### config.mk
export PLATFORM = sky130hd
export DESIGN_NAME = gamepad_event_generator_top
export DESIGN_NICKNAME = d
export VERILOG_FILES = /design/src/rtl/gev_pkg.sv /design/src/rtl/gamepad_event_generator_top.sv /design/src/rtl/gev_ctrl.sv /design/src/rtl/gev_dp.sv
export SDC_FILE = /design/constraint.sdc
export NUM_CORES = 1
export LEC_CHECK = 0
export BUFFER_PORTS_ARGS = -buffer_cell sky130_fd_sc_hd__buf_2
export CAP_MARGIN = 20
export CORE_MARGIN = 1
export CORE_UTILIZATION = 37
export CTS_CLUSTER_SIZE = 30
export DETAILED_ROUTE_END_ITERATION = 10
export GPL_TIMING_DRIVEN = 0
export PLACE_DENSITY_LB_ADDON = 0.15
export SLEW_MARGIN = 20
export SYNTH_ARGS = -nofsm -noshare
export SYNTH_HDL_FRONTEND = slang
export SYNTH_HIERARCHICAL = 1
export SYNTH_SLANG_ARGS = --single-unit
### constraint.sdc
create_clock -name clk -period 8 [get_ports clk]
set_input_delay 0.4 -clock clk [delete_from_list [all_inputs] [get_ports clk]]
set_output_delay 0.4 -clock clk [all_outputs]
set_load 0.005 [all_outputs]
### src/rtl/gev_pkg.sv
// shared types, constants and helpers for the gamepad event generator
// used by gev_ctrl, gev_dp and the top level; no dependencies
`default_nettype none

package gev_pkg;

  localparam int QUEUE_DEPTH = 64;
  localparam int PTR_W = $clog2(QUEUE_DEPTH);
  localparam int LVL_W = PTR_W + 1;
  localparam int CNT_W = (LVL_W > 6) ? LVL_W : 6;
  localparam int PADDR_W = 4;

  localparam logic [31:0] NEUTRAL_BIT = 32'h8000_0000;
  localparam logic [31:0] DPAD_UP     = 32'h0000_0010;
  localparam logic [31:0] DPAD_DOWN   = 32'h0000_0040;
  localparam logic [31:0] DPAD_LEFT   = 32'h0000_0080;
  localparam logic [31:0] DPAD_RIGHT  = 32'h0000_0020;
  localparam logic [7:0]  STICK_CENTER = 8'd128;

  localparam logic [6:0]  DEADZONE_RST = 7'd32;
  localparam logic [15:0] DELAY_RST    = 16'd400;
  localparam logic [15:0] PERIOD_RST   = 16'd100;

  localparam logic [3:0] ACT_UP = 4'd8;

  localparam logic [7:0][31:0] BUTTON_MASK = {
    32'h0010_0000, 32'h0000_0800, 32'h0000_0400, 32'h0000_0008,
    32'h0000_1000, 32'h0000_8000, 32'h0000_2000, 32'h0000_4000
  };

  typedef enum logic [1:0] {
    CMD_SAMPLE = 2'd0,
    CMD_REPEAT = 2'd1,
    CMD_POP    = 2'd2,
    CMD_NONE   = 2'd3
  } cmd_t;

  typedef enum logic [1:0] {
    REG_DEADZONE = 2'd0,
    REG_DELAY    = 2'd1,
    REG_PERIOD   = 2'd2
  } reg_idx_t;

  typedef enum logic [2:0] {
    ST_IDLE,
    ST_DECODE,
    ST_BTN,
    ST_DREL,
    ST_DSET,
    ST_REP,
    ST_POP,
    ST_DONE
  } state_t;

  typedef logic [PTR_W-1:0] ptr_t;

  typedef struct packed {
    logic capture;
    logic btn_step;
    logic dir_rel;
    logic dir_set;
    logic rep_step;
    logic pop_step;
    logic out_load;
  } ctl_t;

  typedef struct packed {
    cmd_t item_cmd;
    logic btn_last;
    logic dir_change;
    logic out_free;
  } sts_t;

  function automatic ptr_t ring_next(input ptr_t p);
    ring_next = (p == PTR_W'(QUEUE_DEPTH - 1)) ? '0 : p + 1'b1;
  endfunction

endpackage

`default_nettype wire

### src/rtl/gamepad_event_generator_top.sv
// an input passes decode; a pad sample then takes a step per button (one ring push per
// cycle), and a direction release and set when the direction changes; repeat check or
// pop takes one step, an unused command none; the result load waits for a free output
// register; one item at a time: in_ready returns in the cycle after the result loads
// rst_n is synchronous: clears pointers, held state, direction and the repeat deadline,
// restores config defaults; ring contents are not cleared and need no clearing pass
`default_nettype none

module gamepad_event_generator_top (
  input  wire                         clk,
  input  wire                         rst_n,
  // input channel
  input  wire                         in_valid,
  output logic                        in_ready,
  input  wire  [1:0]                  in_cmd,
  input  wire  [31:0]                 in_button_word,
  input  wire                         in_pad_connected,
  input  wire  [7:0]                  in_stick_x,
  input  wire  [7:0]                  in_stick_y,
  input  wire  [31:0]                 in_time_ms,
  // result channel
  output logic                        out_valid,
  input  wire                         out_ready,
  output logic                        out_event_valid,
  output logic [3:0]                  out_event_action,
  output logic                        out_event_pressed,
  output logic [7:0]                  out_held_buttons,
  output logic                        out_direction_held,
  output logic [1:0]                  out_held_direction,
  output logic [5:0]                  out_queue_count,
  // config port
  input  wire                         psel,
  input  wire                         penable,
  input  wire                         pwrite,
  input  wire  [gev_pkg::PADDR_W-1:0] paddr,
  input  wire  [31:0]                 pwdata,
  output logic [31:0]                 prdata,
  output logic                        pready
);

  gev_pkg::ctl_t ctl;
  gev_pkg::sts_t sts;
  logic          cfg_wr;

  assign pready = 1'b1;
  assign cfg_wr = psel && penable && pwrite && pready;

  gev_ctrl u_ctrl (
    .clk      (clk),
    .rst_n    (rst_n),
    .in_valid (in_valid),
    .in_ready (in_ready),
    .sts      (sts),
    .ctl      (ctl)
  );

  gev_dp u_dp (
    .clk                (clk),
    .rst_n              (rst_n),
    .ctl                (ctl),
    .sts                (sts),
    .in_cmd             (in_cmd),
    .in_button_word     (in_button_word),
    .in_pad_connected   (in_pad_connected),
    .in_stick_x         (in_stick_x),
    .in_stick_y         (in_stick_y),
    .in_time_ms         (in_time_ms),
    .out_valid          (out_valid),
    .out_ready          (out_ready),
    .out_event_valid    (out_event_valid),
    .out_event_action   (out_event_action),
    .out_event_pressed  (out_event_pressed),
    .out_held_buttons   (out_held_buttons),
    .out_direction_held (out_direction_held),
    .out_held_direction (out_held_direction),
    .out_queue_count    (out_queue_count),
    .cfg_wr             (cfg_wr),
    .cfg_addr           (paddr),
    .cfg_wdata          (pwdata),
    .cfg_rdata          (prdata)
  );

endmodule

`default_nettype wire

### src/rtl/gev_ctrl.sv
// sequencing state machine for the gamepad event generator
// depends on gev_pkg; drives gev_dp through ctl_t, reads sts_t back
`default_nettype none

module gev_ctrl (
  input  wire              clk,
  input  wire              rst_n,
  input  wire              in_valid,
  output logic             in_ready,
  input  gev_pkg::sts_t    sts,
  output gev_pkg::ctl_t    ctl
);

  gev_pkg::state_t state_r, state_nxt;

  always_ff @(posedge clk) begin
    if (!rst_n) begin
      state_r <= gev_pkg::ST_IDLE;
    end else begin
      state_r <= state_nxt;
    end
  end

  always_comb begin
    state_nxt = state_r;
    ctl       = '0;
    in_ready  = 1'b0;
    case (state_r)
      gev_pkg::ST_IDLE: begin
        in_ready = 1'b1;
        if (in_valid) begin
          ctl.capture = 1'b1;
          state_nxt   = gev_pkg::ST_DECODE;
        end
      end
      gev_pkg::ST_DECODE: begin
        case (sts.item_cmd)
          gev_pkg::CMD_SAMPLE: state_nxt = gev_pkg::ST_BTN;
          gev_pkg::CMD_REPEAT: state_nxt = gev_pkg::ST_REP;
          gev_pkg::CMD_POP:    state_nxt = gev_pkg::ST_POP;
          default:             state_nxt = gev_pkg::ST_DONE;
        endcase
      end
      gev_pkg::ST_BTN: begin
        ctl.btn_step = 1'b1;
        if (sts.btn_last) begin
          state_nxt = gev_pkg::ST_DREL;
        end
      end
      gev_pkg::ST_DREL: begin
        // release of the old direction, only if the direction moves
        if (sts.dir_change) begin
          ctl.dir_rel = 1'b1;
          state_nxt   = gev_pkg::ST_DSET;
        end else begin
          state_nxt = gev_pkg::ST_DONE;
        end
      end
      gev_pkg::ST_DSET: begin
        ctl.dir_set = 1'b1;
        state_nxt   = gev_pkg::ST_DONE;
      end
      gev_pkg::ST_REP: begin
        ctl.rep_step = 1'b1;
        state_nxt    = gev_pkg::ST_DONE;
      end
      gev_pkg::ST_POP: begin
        ctl.pop_step = 1'b1;
        state_nxt    = gev_pkg::ST_DONE;
      end
      gev_pkg::ST_DONE: begin
        // wait for the output register to free up
        if (sts.out_free) begin
          ctl.out_load = 1'b1;
          state_nxt    = gev_pkg::ST_IDLE;
        end
      end
      default: begin
        state_nxt = gev_pkg::ST_IDLE;
      end
    endcase
  end

endmodule

`default_nettype wire

### src/rtl/gev_dp.sv
// datapath: config registers, item capture, event ring, direction and repeat logic
// depends on gev_pkg; commanded by gev_ctrl
`default_nettype none

module gev_dp (
  input  wire                           clk,
  input  wire                           rst_n,
  input  gev_pkg::ctl_t                 ctl,
  output gev_pkg::sts_t                 sts,
  // item fields
  input  wire  [1:0]                    in_cmd,
  input  wire  [31:0]                   in_button_word,
  input  wire                           in_pad_connected,
  input  wire  [7:0]                    in_stick_x,
  input  wire  [7:0]                    in_stick_y,
  input  wire  [31:0]                   in_time_ms,
  // result
  output logic                          out_valid,
  input  wire                           out_ready,
  output logic                          out_event_valid,
  output logic [3:0]                    out_event_action,
  output logic                          out_event_pressed,
  output logic [7:0]                    out_held_buttons,
  output logic                          out_direction_held,
  output logic [1:0]                    out_held_direction,
  output logic [5:0]                    out_queue_count,
  // config
  input  wire                           cfg_wr,
  input  wire  [gev_pkg::PADDR_W-1:0]   cfg_addr,
  input  wire  [31:0]                   cfg_wdata,
  output logic [31:0]                   cfg_rdata
);

  // config registers
  logic [6:0]  deadzone_r;
  logic [15:0] delay_r;
  logic [15:0] period_r;

  // captured item
  gev_pkg::cmd_t cmd_r;
  logic [31:0]   word_r;
  logic          neutral_r;
  logic [7:0]    sx_r, sy_r;
  logic [31:0]   time_r;
  logic [2:0]    btn_idx_r;
  logic          pop_hit_r;

  // pad state
  logic [7:0]    latch_r;
  logic          dir_active_r;
  logic [1:0]    dir_code_r;
  logic [31:0]   deadline_r;

  // event ring
  logic [4:0]    ring [gev_pkg::QUEUE_DEPTH];
  logic [4:0]    mem_q_r;
  gev_pkg::ptr_t rd_ptr_r, wr_ptr_r;

  // result register
  logic          out_valid_r;

  logic [1:0]    reg_idx;
  logic          neutral_in;
  logic [7:0]    held;
  logic [7:0]    hs, vs, dz;
  logic          st_valid;
  logic [1:0]    st_code;
  logic          nd_valid;
  logic [1:0]    nd_code;
  logic          dir_change;
  logic [31:0]   due_diff;
  logic          rep_due;
  logic          push_en;
  logic [4:0]    push_entry;
  gev_pkg::ptr_t wr_next;
  logic [gev_pkg::LVL_W-1:0] lvl;
  logic [gev_pkg::CNT_W-1:0] lvl_ext;
  logic [5:0]    lvl_sat;

  assign reg_idx = cfg_addr[3:2];

  always_ff @(posedge clk) begin
    if (!rst_n) begin
      deadzone_r <= gev_pkg::DEADZONE_RST;
      delay_r    <= gev_pkg::DELAY_RST;
      period_r   <= gev_pkg::PERIOD_RST;
    end else if (cfg_wr) begin
      case (reg_idx)
        gev_pkg::REG_DEADZONE: deadzone_r <= cfg_wdata[6:0];
        gev_pkg::REG_DELAY:    delay_r    <= cfg_wdata[15:0];
        gev_pkg::REG_PERIOD:   period_r   <= cfg_wdata[15:0];
        default: ;
      endcase
    end
  end

  always_comb begin
    case (reg_idx)
      gev_pkg::REG_DEADZONE: cfg_rdata = {25'd0, deadzone_r};
      gev_pkg::REG_DELAY:    cfg_rdata = {16'd0, delay_r};
      gev_pkg::REG_PERIOD:   cfg_rdata = {16'd0, period_r};
      default:               cfg_rdata = '0;
    endcase
  end

  // item capture; a neutral sample is kept as an all-zero word
  assign neutral_in = !in_pad_connected || ((in_button_word & gev_pkg::NEUTRAL_BIT) != '0);

  always_ff @(posedge clk) begin
    if (ctl.capture) begin
      cmd_r     <= gev_pkg::cmd_t'(in_cmd);
      word_r    <= neutral_in ? '0 : in_button_word;
      neutral_r <= neutral_in;
      sx_r      <= in_stick_x;
      sy_r      <= in_stick_y;
      time_r    <= in_time_ms;
    end
  end

  always_ff @(posedge clk) begin
    if (!rst_n) begin
      btn_idx_r <= '0;
      pop_hit_r <= 1'b0;
    end else begin
      if (ctl.capture) begin
        btn_idx_r <= '0;
        pop_hit_r <= 1'b0;
      end else if (ctl.btn_step) begin
        btn_idx_r <= btn_idx_r + 1'b1;
      end
      if (ctl.pop_step) begin
        pop_hit_r <= (rd_ptr_r != wr_ptr_r);
      end
    end
  end

  always_comb begin
    for (int i = 0; i < 8; i++) begin
      held[i] = (word_r & gev_pkg::BUTTON_MASK[i]) != '0;
    end
  end

  // stick direction: dominant axis, must lie past the deadzone
  always_comb begin
    hs = (sx_r >= gev_pkg::STICK_CENTER) ? sx_r - gev_pkg::STICK_CENTER
                                         : gev_pkg::STICK_CENTER - sx_r;
    vs = (sy_r >= gev_pkg::STICK_CENTER) ? sy_r - gev_pkg::STICK_CENTER
                                         : gev_pkg::STICK_CENTER - sy_r;
    dz = {1'b0, deadzone_r};
    st_valid = 1'b0;
    st_code  = 2'd0;
    if (!(hs < dz && vs < dz)) begin
      if (hs > vs) begin
        if (hs > dz) begin
          st_valid = 1'b1;
          st_code  = (sx_r < gev_pkg::STICK_CENTER) ? 2'd2 : 2'd3;
        end
      end else if (vs > dz) begin
        st_valid = 1'b1;
        st_code  = (sy_r < gev_pkg::STICK_CENTER) ? 2'd0 : 2'd1;
      end
    end
  end

  always_comb begin
    nd_valid = 1'b1;
    nd_code  = 2'd0;
    if ((word_r & gev_pkg::DPAD_UP) != '0) begin
      nd_code = 2'd0;
    end else if ((word_r & gev_pkg::DPAD_DOWN) != '0) begin
      nd_code = 2'd1;
    end else if ((word_r & gev_pkg::DPAD_LEFT) != '0) begin
      nd_code = 2'd2;
    end else if ((word_r & gev_pkg::DPAD_RIGHT) != '0) begin
      nd_code = 2'd3;
    end else if (neutral_r) begin
      nd_valid = 1'b0;
    end else begin
      nd_valid = st_valid;
      nd_code  = st_code;
    end
  end

  assign dir_change = (nd_valid != dir_active_r) || (nd_valid && (nd_code != dir_code_r));
  // deadline reached when the wrapped difference is not negative
  assign due_diff   = time_r - deadline_r;
  assign rep_due    = !due_diff[31];

  always_comb begin
    push_en    = 1'b0;
    push_entry = '0;
    if (ctl.btn_step) begin
      push_en    = held[btn_idx_r] ^ latch_r[btn_idx_r];
      push_entry = {1'b0, btn_idx_r, held[btn_idx_r]};
    end else if (ctl.dir_rel) begin
      push_en    = dir_active_r;
      push_entry = {gev_pkg::ACT_UP | {2'b00, dir_code_r}, 1'b0};
    end else if (ctl.dir_set) begin
      push_en    = nd_valid;
      push_entry = {gev_pkg::ACT_UP | {2'b00, nd_code}, 1'b1};
    end else if (ctl.rep_step) begin
      push_en    = dir_active_r && rep_due;
      push_entry = {gev_pkg::ACT_UP | {2'b00, dir_code_r}, 1'b1};
    end
  end

  always_ff @(posedge clk) begin
    if (!rst_n) begin
      latch_r      <= '0;
      dir_active_r <= 1'b0;
      dir_code_r   <= '0;
      deadline_r   <= '0;
    end else begin
      if (ctl.btn_step) begin
        latch_r[btn_idx_r] <= held[btn_idx_r];
      end
      if (ctl.dir_set) begin
        dir_active_r <= nd_valid;
        dir_code_r   <= nd_valid ? nd_code : 2'd0;
        deadline_r   <= nd_valid ? time_r + {16'd0, delay_r} : '0;
      end else if (ctl.rep_step && dir_active_r && rep_due) begin
        deadline_r <= time_r + {16'd0, period_r};
      end
    end
  end

  // ring pointers; a transfer into a full ring drops the oldest entry
  assign wr_next = gev_pkg::ring_next(wr_ptr_r);

  always_ff @(posedge clk) begin
    if (!rst_n) begin
      rd_ptr_r <= '0;
      wr_ptr_r <= '0;
    end else if (push_en) begin
      wr_ptr_r <= wr_next;
      if (wr_next == rd_ptr_r) begin
        rd_ptr_r <= gev_pkg::ring_next(rd_ptr_r);
      end
    end else if (ctl.pop_step && (rd_ptr_r != wr_ptr_r)) begin
      rd_ptr_r <= gev_pkg::ring_next(rd_ptr_r);
    end
  end

  // popped entry is held until the result register loads
  always_ff @(posedge clk) begin
    if (push_en) begin
      ring[wr_ptr_r] <= push_entry;
    end
    if (ctl.pop_step) begin
      mem_q_r <= ring[rd_ptr_r];
    end
  end

  always_comb begin
    if (wr_ptr_r >= rd_ptr_r) begin
      lvl = gev_pkg::LVL_W'(wr_ptr_r) - gev_pkg::LVL_W'(rd_ptr_r);
    end else begin
      lvl = gev_pkg::LVL_W'(wr_ptr_r) + gev_pkg::LVL_W'(gev_pkg::QUEUE_DEPTH)
          - gev_pkg::LVL_W'(rd_ptr_r);
    end
    lvl_ext = gev_pkg::CNT_W'(lvl);
    lvl_sat = (lvl_ext > gev_pkg::CNT_W'(63)) ? 6'd63 : lvl_ext[5:0];
  end

  // result register
  always_ff @(posedge clk) begin
    if (!rst_n) begin
      out_valid_r <= 1'b0;
    end else if (ctl.out_load) begin
      out_valid_r <= 1'b1;
    end else if (out_ready) begin
      out_valid_r <= 1'b0;
    end
  end

  always_ff @(posedge clk) begin
    if (ctl.out_load) begin
      out_event_valid    <= pop_hit_r;
      out_event_action   <= pop_hit_r ? mem_q_r[4:1] : 4'd0;
      out_event_pressed  <= pop_hit_r ? mem_q_r[0] : 1'b0;
      out_held_buttons   <= latch_r;
      out_direction_held <= dir_active_r;
      out_held_direction <= dir_code_r;
      out_queue_count    <= lvl_sat;
    end
  end

  assign out_valid      = out_valid_r;
  assign sts.item_cmd   = cmd_r;
  assign sts.btn_last   = (btn_idx_r == 3'd7);
  assign sts.dir_change = dir_change;
  assign sts.out_free   = !out_valid_r || out_ready;

endmodule

`default_nettype wire

==> run_results.csv <==
group,metric,value,unit
critical_path,slowest_stage,"a21boi_1",
critical_path,crit_type,"flip-flop to flip-flop",
clock_tree,clkSlewWorstSetupHoldPaths,60,ps
synth,synthTopCellsByCount,"edfxtp_1 (411), nand2_1 (161), nor2_1 (149)",
critical_path,startpoint_type,"flip-flop",
critical_path,end_kind,"flip-flop",
global_route,grt.total_usage,0.195,
placed_design,placedCellCount,2871,
placed_design,portBuffers,127,
status,status,"finished clean",
synth,ys_ff_latch,513,
clock_tree,clockRootBuffer,"clkbuf_16",
sta,fin_worst_hold_slack,43.8,ps
synth,synth_flop_cell,"edfxtp_1",
sta,final-hold-violation-count,0,
power_and_ir_drop,p_leak,10.0,nW
global_route,grt_pass1_wl,99300,um
synth,synth.distinct_cells,80,
global_route,grt_max_degree,65,
floorplan,num_io_pins,184,
route,drc,0,
power_and_ir_drop,power.internal,5.70,mW
power_and_ir_drop,pwr-share-clk,0.309,
power_and_ir_drop,powerDensity,286,nW/um2
route,wl,65300,um
critical_path,worst_ep_required_time,8230,ps
critical_path,cp_num_buf_inv,3,
final_layout,drive_gt1_frac,0.187,
global_route,grt_pass1_vias,16300,
synth,synth-xor-area-share,0.0243,
clock_tree,cts_setup_buffers,0,
clock_tree,cts_buffers,56,
final_layout,diodes,0,
clock_tree,cts_tree,"done",
global_route,antenna_found_initial,0,
floorplan,rows,93,
power_and_ir_drop,seqPwrFrac,0.420,
synth,synthTopCellsByArea,"edfxtp_1 (50%), mux4_2 (10%), dfxtp_1 (8.3%)",
critical_path,cp_top_family,"compound AO/OA/AOI/OAI gates",
floorplan,die_x,259,um
final_layout,stdcell_count,3026,
final_layout,final_nets,2352,
synth,yosysMostFrequentCell,"edfxtp_1",
clock_tree,cts_sinks,513,
sta,relSlewSlack,0.341,
critical_path,cp_cell_sequence,"inv_1, ha_1, a31oi_1, xor2_1, ha_1, and3_1, a211oi_1, a311oi_1, o221ai_1, o21ai_0, a21boi_1, nand2b_1, o31a_1, buf_4, and4b_1, a2111oi_0, a21oi_1, o21ai_2, buf_4, nand4_2, nor2_1",
synth,syn_avg_cell_area,13.1,um2
floorplan,start_util,0.377,
route,drt_iter0_markers,1291,
route,dr.pass1.iters,6,
global_route,grt.overflow.total,0,
power_and_ir_drop,p_total,8.27,mW
sta,fin_crit,6710,ps
synth,synth_mux_area_frac,0.114,
synth,ys_seq_area_frac,0.588,
floorplan,die_y,259,um
sta,fin_skew,27.8,ps
route,wl_per_cell,21.6,um
placed_design,routabilityCongestion,0.887,
sta,setup_violations,0,
synth,synth_edf_count,411,
synth,synth_fa_ha_area_frac,0.0515,
clock_tree,h-tree-depth,2,
route,postRouteAntennaNets,0,
synth,yosysWarnings,6,
power_and_ir_drop,power.share.switching,0.310,
hold_path,hold_path.class,"input pin to flip-flop",
synth,synth-simple-area-share,0.0964,
critical_path,r2r_setup_slack,1290,ps
critical_path,cp.arrival,6950,ps
clock_tree,clock_latency,620,ps
sta,max_freq,149,MHz
power_and_ir_drop,power_switching,2.56,mW
synth,synth_top_family_by_area,"multiplexers",
route,via_per_inst,5.35,
synth,synth_largest_area_cell,"edfxtp_1",
flow_run,drv_cap,0,
critical_path,cp_max_fo,10,
sta,min_period_over_period,0.839,
power_and_ir_drop,combinationalPowerShare,0.271,
sta,final_max_slew_viol_count,0,
placed_design,place_hpwl,47600,um
floorplan,core_area,64900,um2
sta,rsz0062_at_grt,"false",
synth,netlist.area_leader.share,0.504,
synth,synthCells,1863,
synth,ys_async_sr_fraction,0,
floorplan,die-area,67200,um2
critical_path,critPathMaxStageDelay,740,ps
clock_tree,cts_max_path_buffers,3,
power_and_ir_drop,ir_drop,0.178,mV
synth,synth-compound-area-share,0.0903,
final_layout,areaGrowthSynthToFinish,18.0,%
synth,synth_area,24500,um2
sta,tightest_slew,988,ps
route,vias,16200,
sequential cells by signal, summed over array words and instances (netlist names), 8 cells and up:
| signal | count |
|---|---|
| u_dp/period_r | 16 |
| u_dp/time_r | 32 |
| u_dp/word_r | 12 |
| u_dp/latch_r | 8 |
| u_dp/out_held_buttons | 8 |
| u_dp/deadline_r | 32 |
| u_dp/ring | 320 |
| u_dp/delay_r | 16 |
| u_dp/sy_r | 8 |
| u_dp/sx_r | 8 |
kinds of logic after synthesis:
group,count (synthesis)
compound gates,343
xor+xnor,68
fa+ha+maj,99
buf+inv,198
flops,513
mux,142
other cells,2
simple gates,498
power by group through the flow:
stage,clock [mW],sequential [mW],combinational (mW)
after detailed placement,0,3.52,2.22
after CTS,2.62,3.47,2.25
after global placement,0,3.59,2.00
final,2.55,3.47,2.24
after global routing,2.72,3.49,2.48
after floorplan,0,3.49,1.43
cell usage in the layout (no fill, tap or decap), types with 34 or more instances in the layout:
master | synthesis | layout
clkbuf_1 | 64 | 74
ha_1 | 96 | 96
buf_2 | 16 | 143
o21ai_0 | 66 | 65
nor2_1 | 149 | 146
nand2_1 | 161 | 161
dfxtp_1 | 102 | 102
edfxtp_1 | 411 | 411
dlygate4sd3_1 | 0 | 53
inv_1 | 86 | 86
nand3_1 | 34 | 34
xnor2_1 | 39 | 39
clkbuf_16 | 0 | 57
a21oi_1 | 126 | 126
mux4_2 | 109 | 109
per-stage QoR:
step | setup slack (ps) | util | setup TNS (ps) | instance area [um2]
floorplan | 1300 | - | 0 | 24500
CTS | 1210 | 0.445 | 0 | 28900
finish | 1290 | 0.445 | 0 | 28900
global placement | -2800 | 0.404 | -395020 | 26200
detailed placement | 1240 | 0.408 | 0 | 26500
global route | 836 | 0.445 | 0 | 28900
worst paths after layout:
check	start	end	depth (start not counted)
setup / recovery	u_dp/sx_r[0]	u_dp/ring[38][0]	21
hold / removal	pwdata[9]	u_dp/period_r[9]	3
setup reg to reg	u_dp/sx_r[0]	u_dp/ring[38][0]	21
hold reg to reg	u_dp/latch_r[6]	u_dp/out_held_buttons[6]	0
tightest hold or removal path, delay by kind of cell:
family | cells | cell delay [ps]
compound gates | 1 | 50
simple gates | 1 | 50
buf+inv | 1 | 110
final cells by class:
| type | count | area [um2] |
|---|---|---|
| clock buffer | 69 | 1490 |
| buffer | 110 | 534 |
| fill | 5892 | 36100 |
| clock inverter | 33 | 334 |
| tap | 855 | 1070 |
| sequential | 513 | 14400 |
| timing repair buffer | 191 | 1390 |
| inverter | 88 | 330 |
| multi-input combinational | 1167 | 9340 |
per-layer routing:
metal  track usage  share of wire
met1         0.265           0.44
met2         0.330           0.49
met3        0.0243          0.059
met4        0.0511          0.020
met5             0              0
what timing repair did:
item | in CTS | in global routing
endpoints found under the setup margin | 0 | 0
hold endpoints to repair | 53 | 0
hold buffers | 53 | 0
gates resized for setup | 0 | 0
Power figures use the tool's default switching activity.
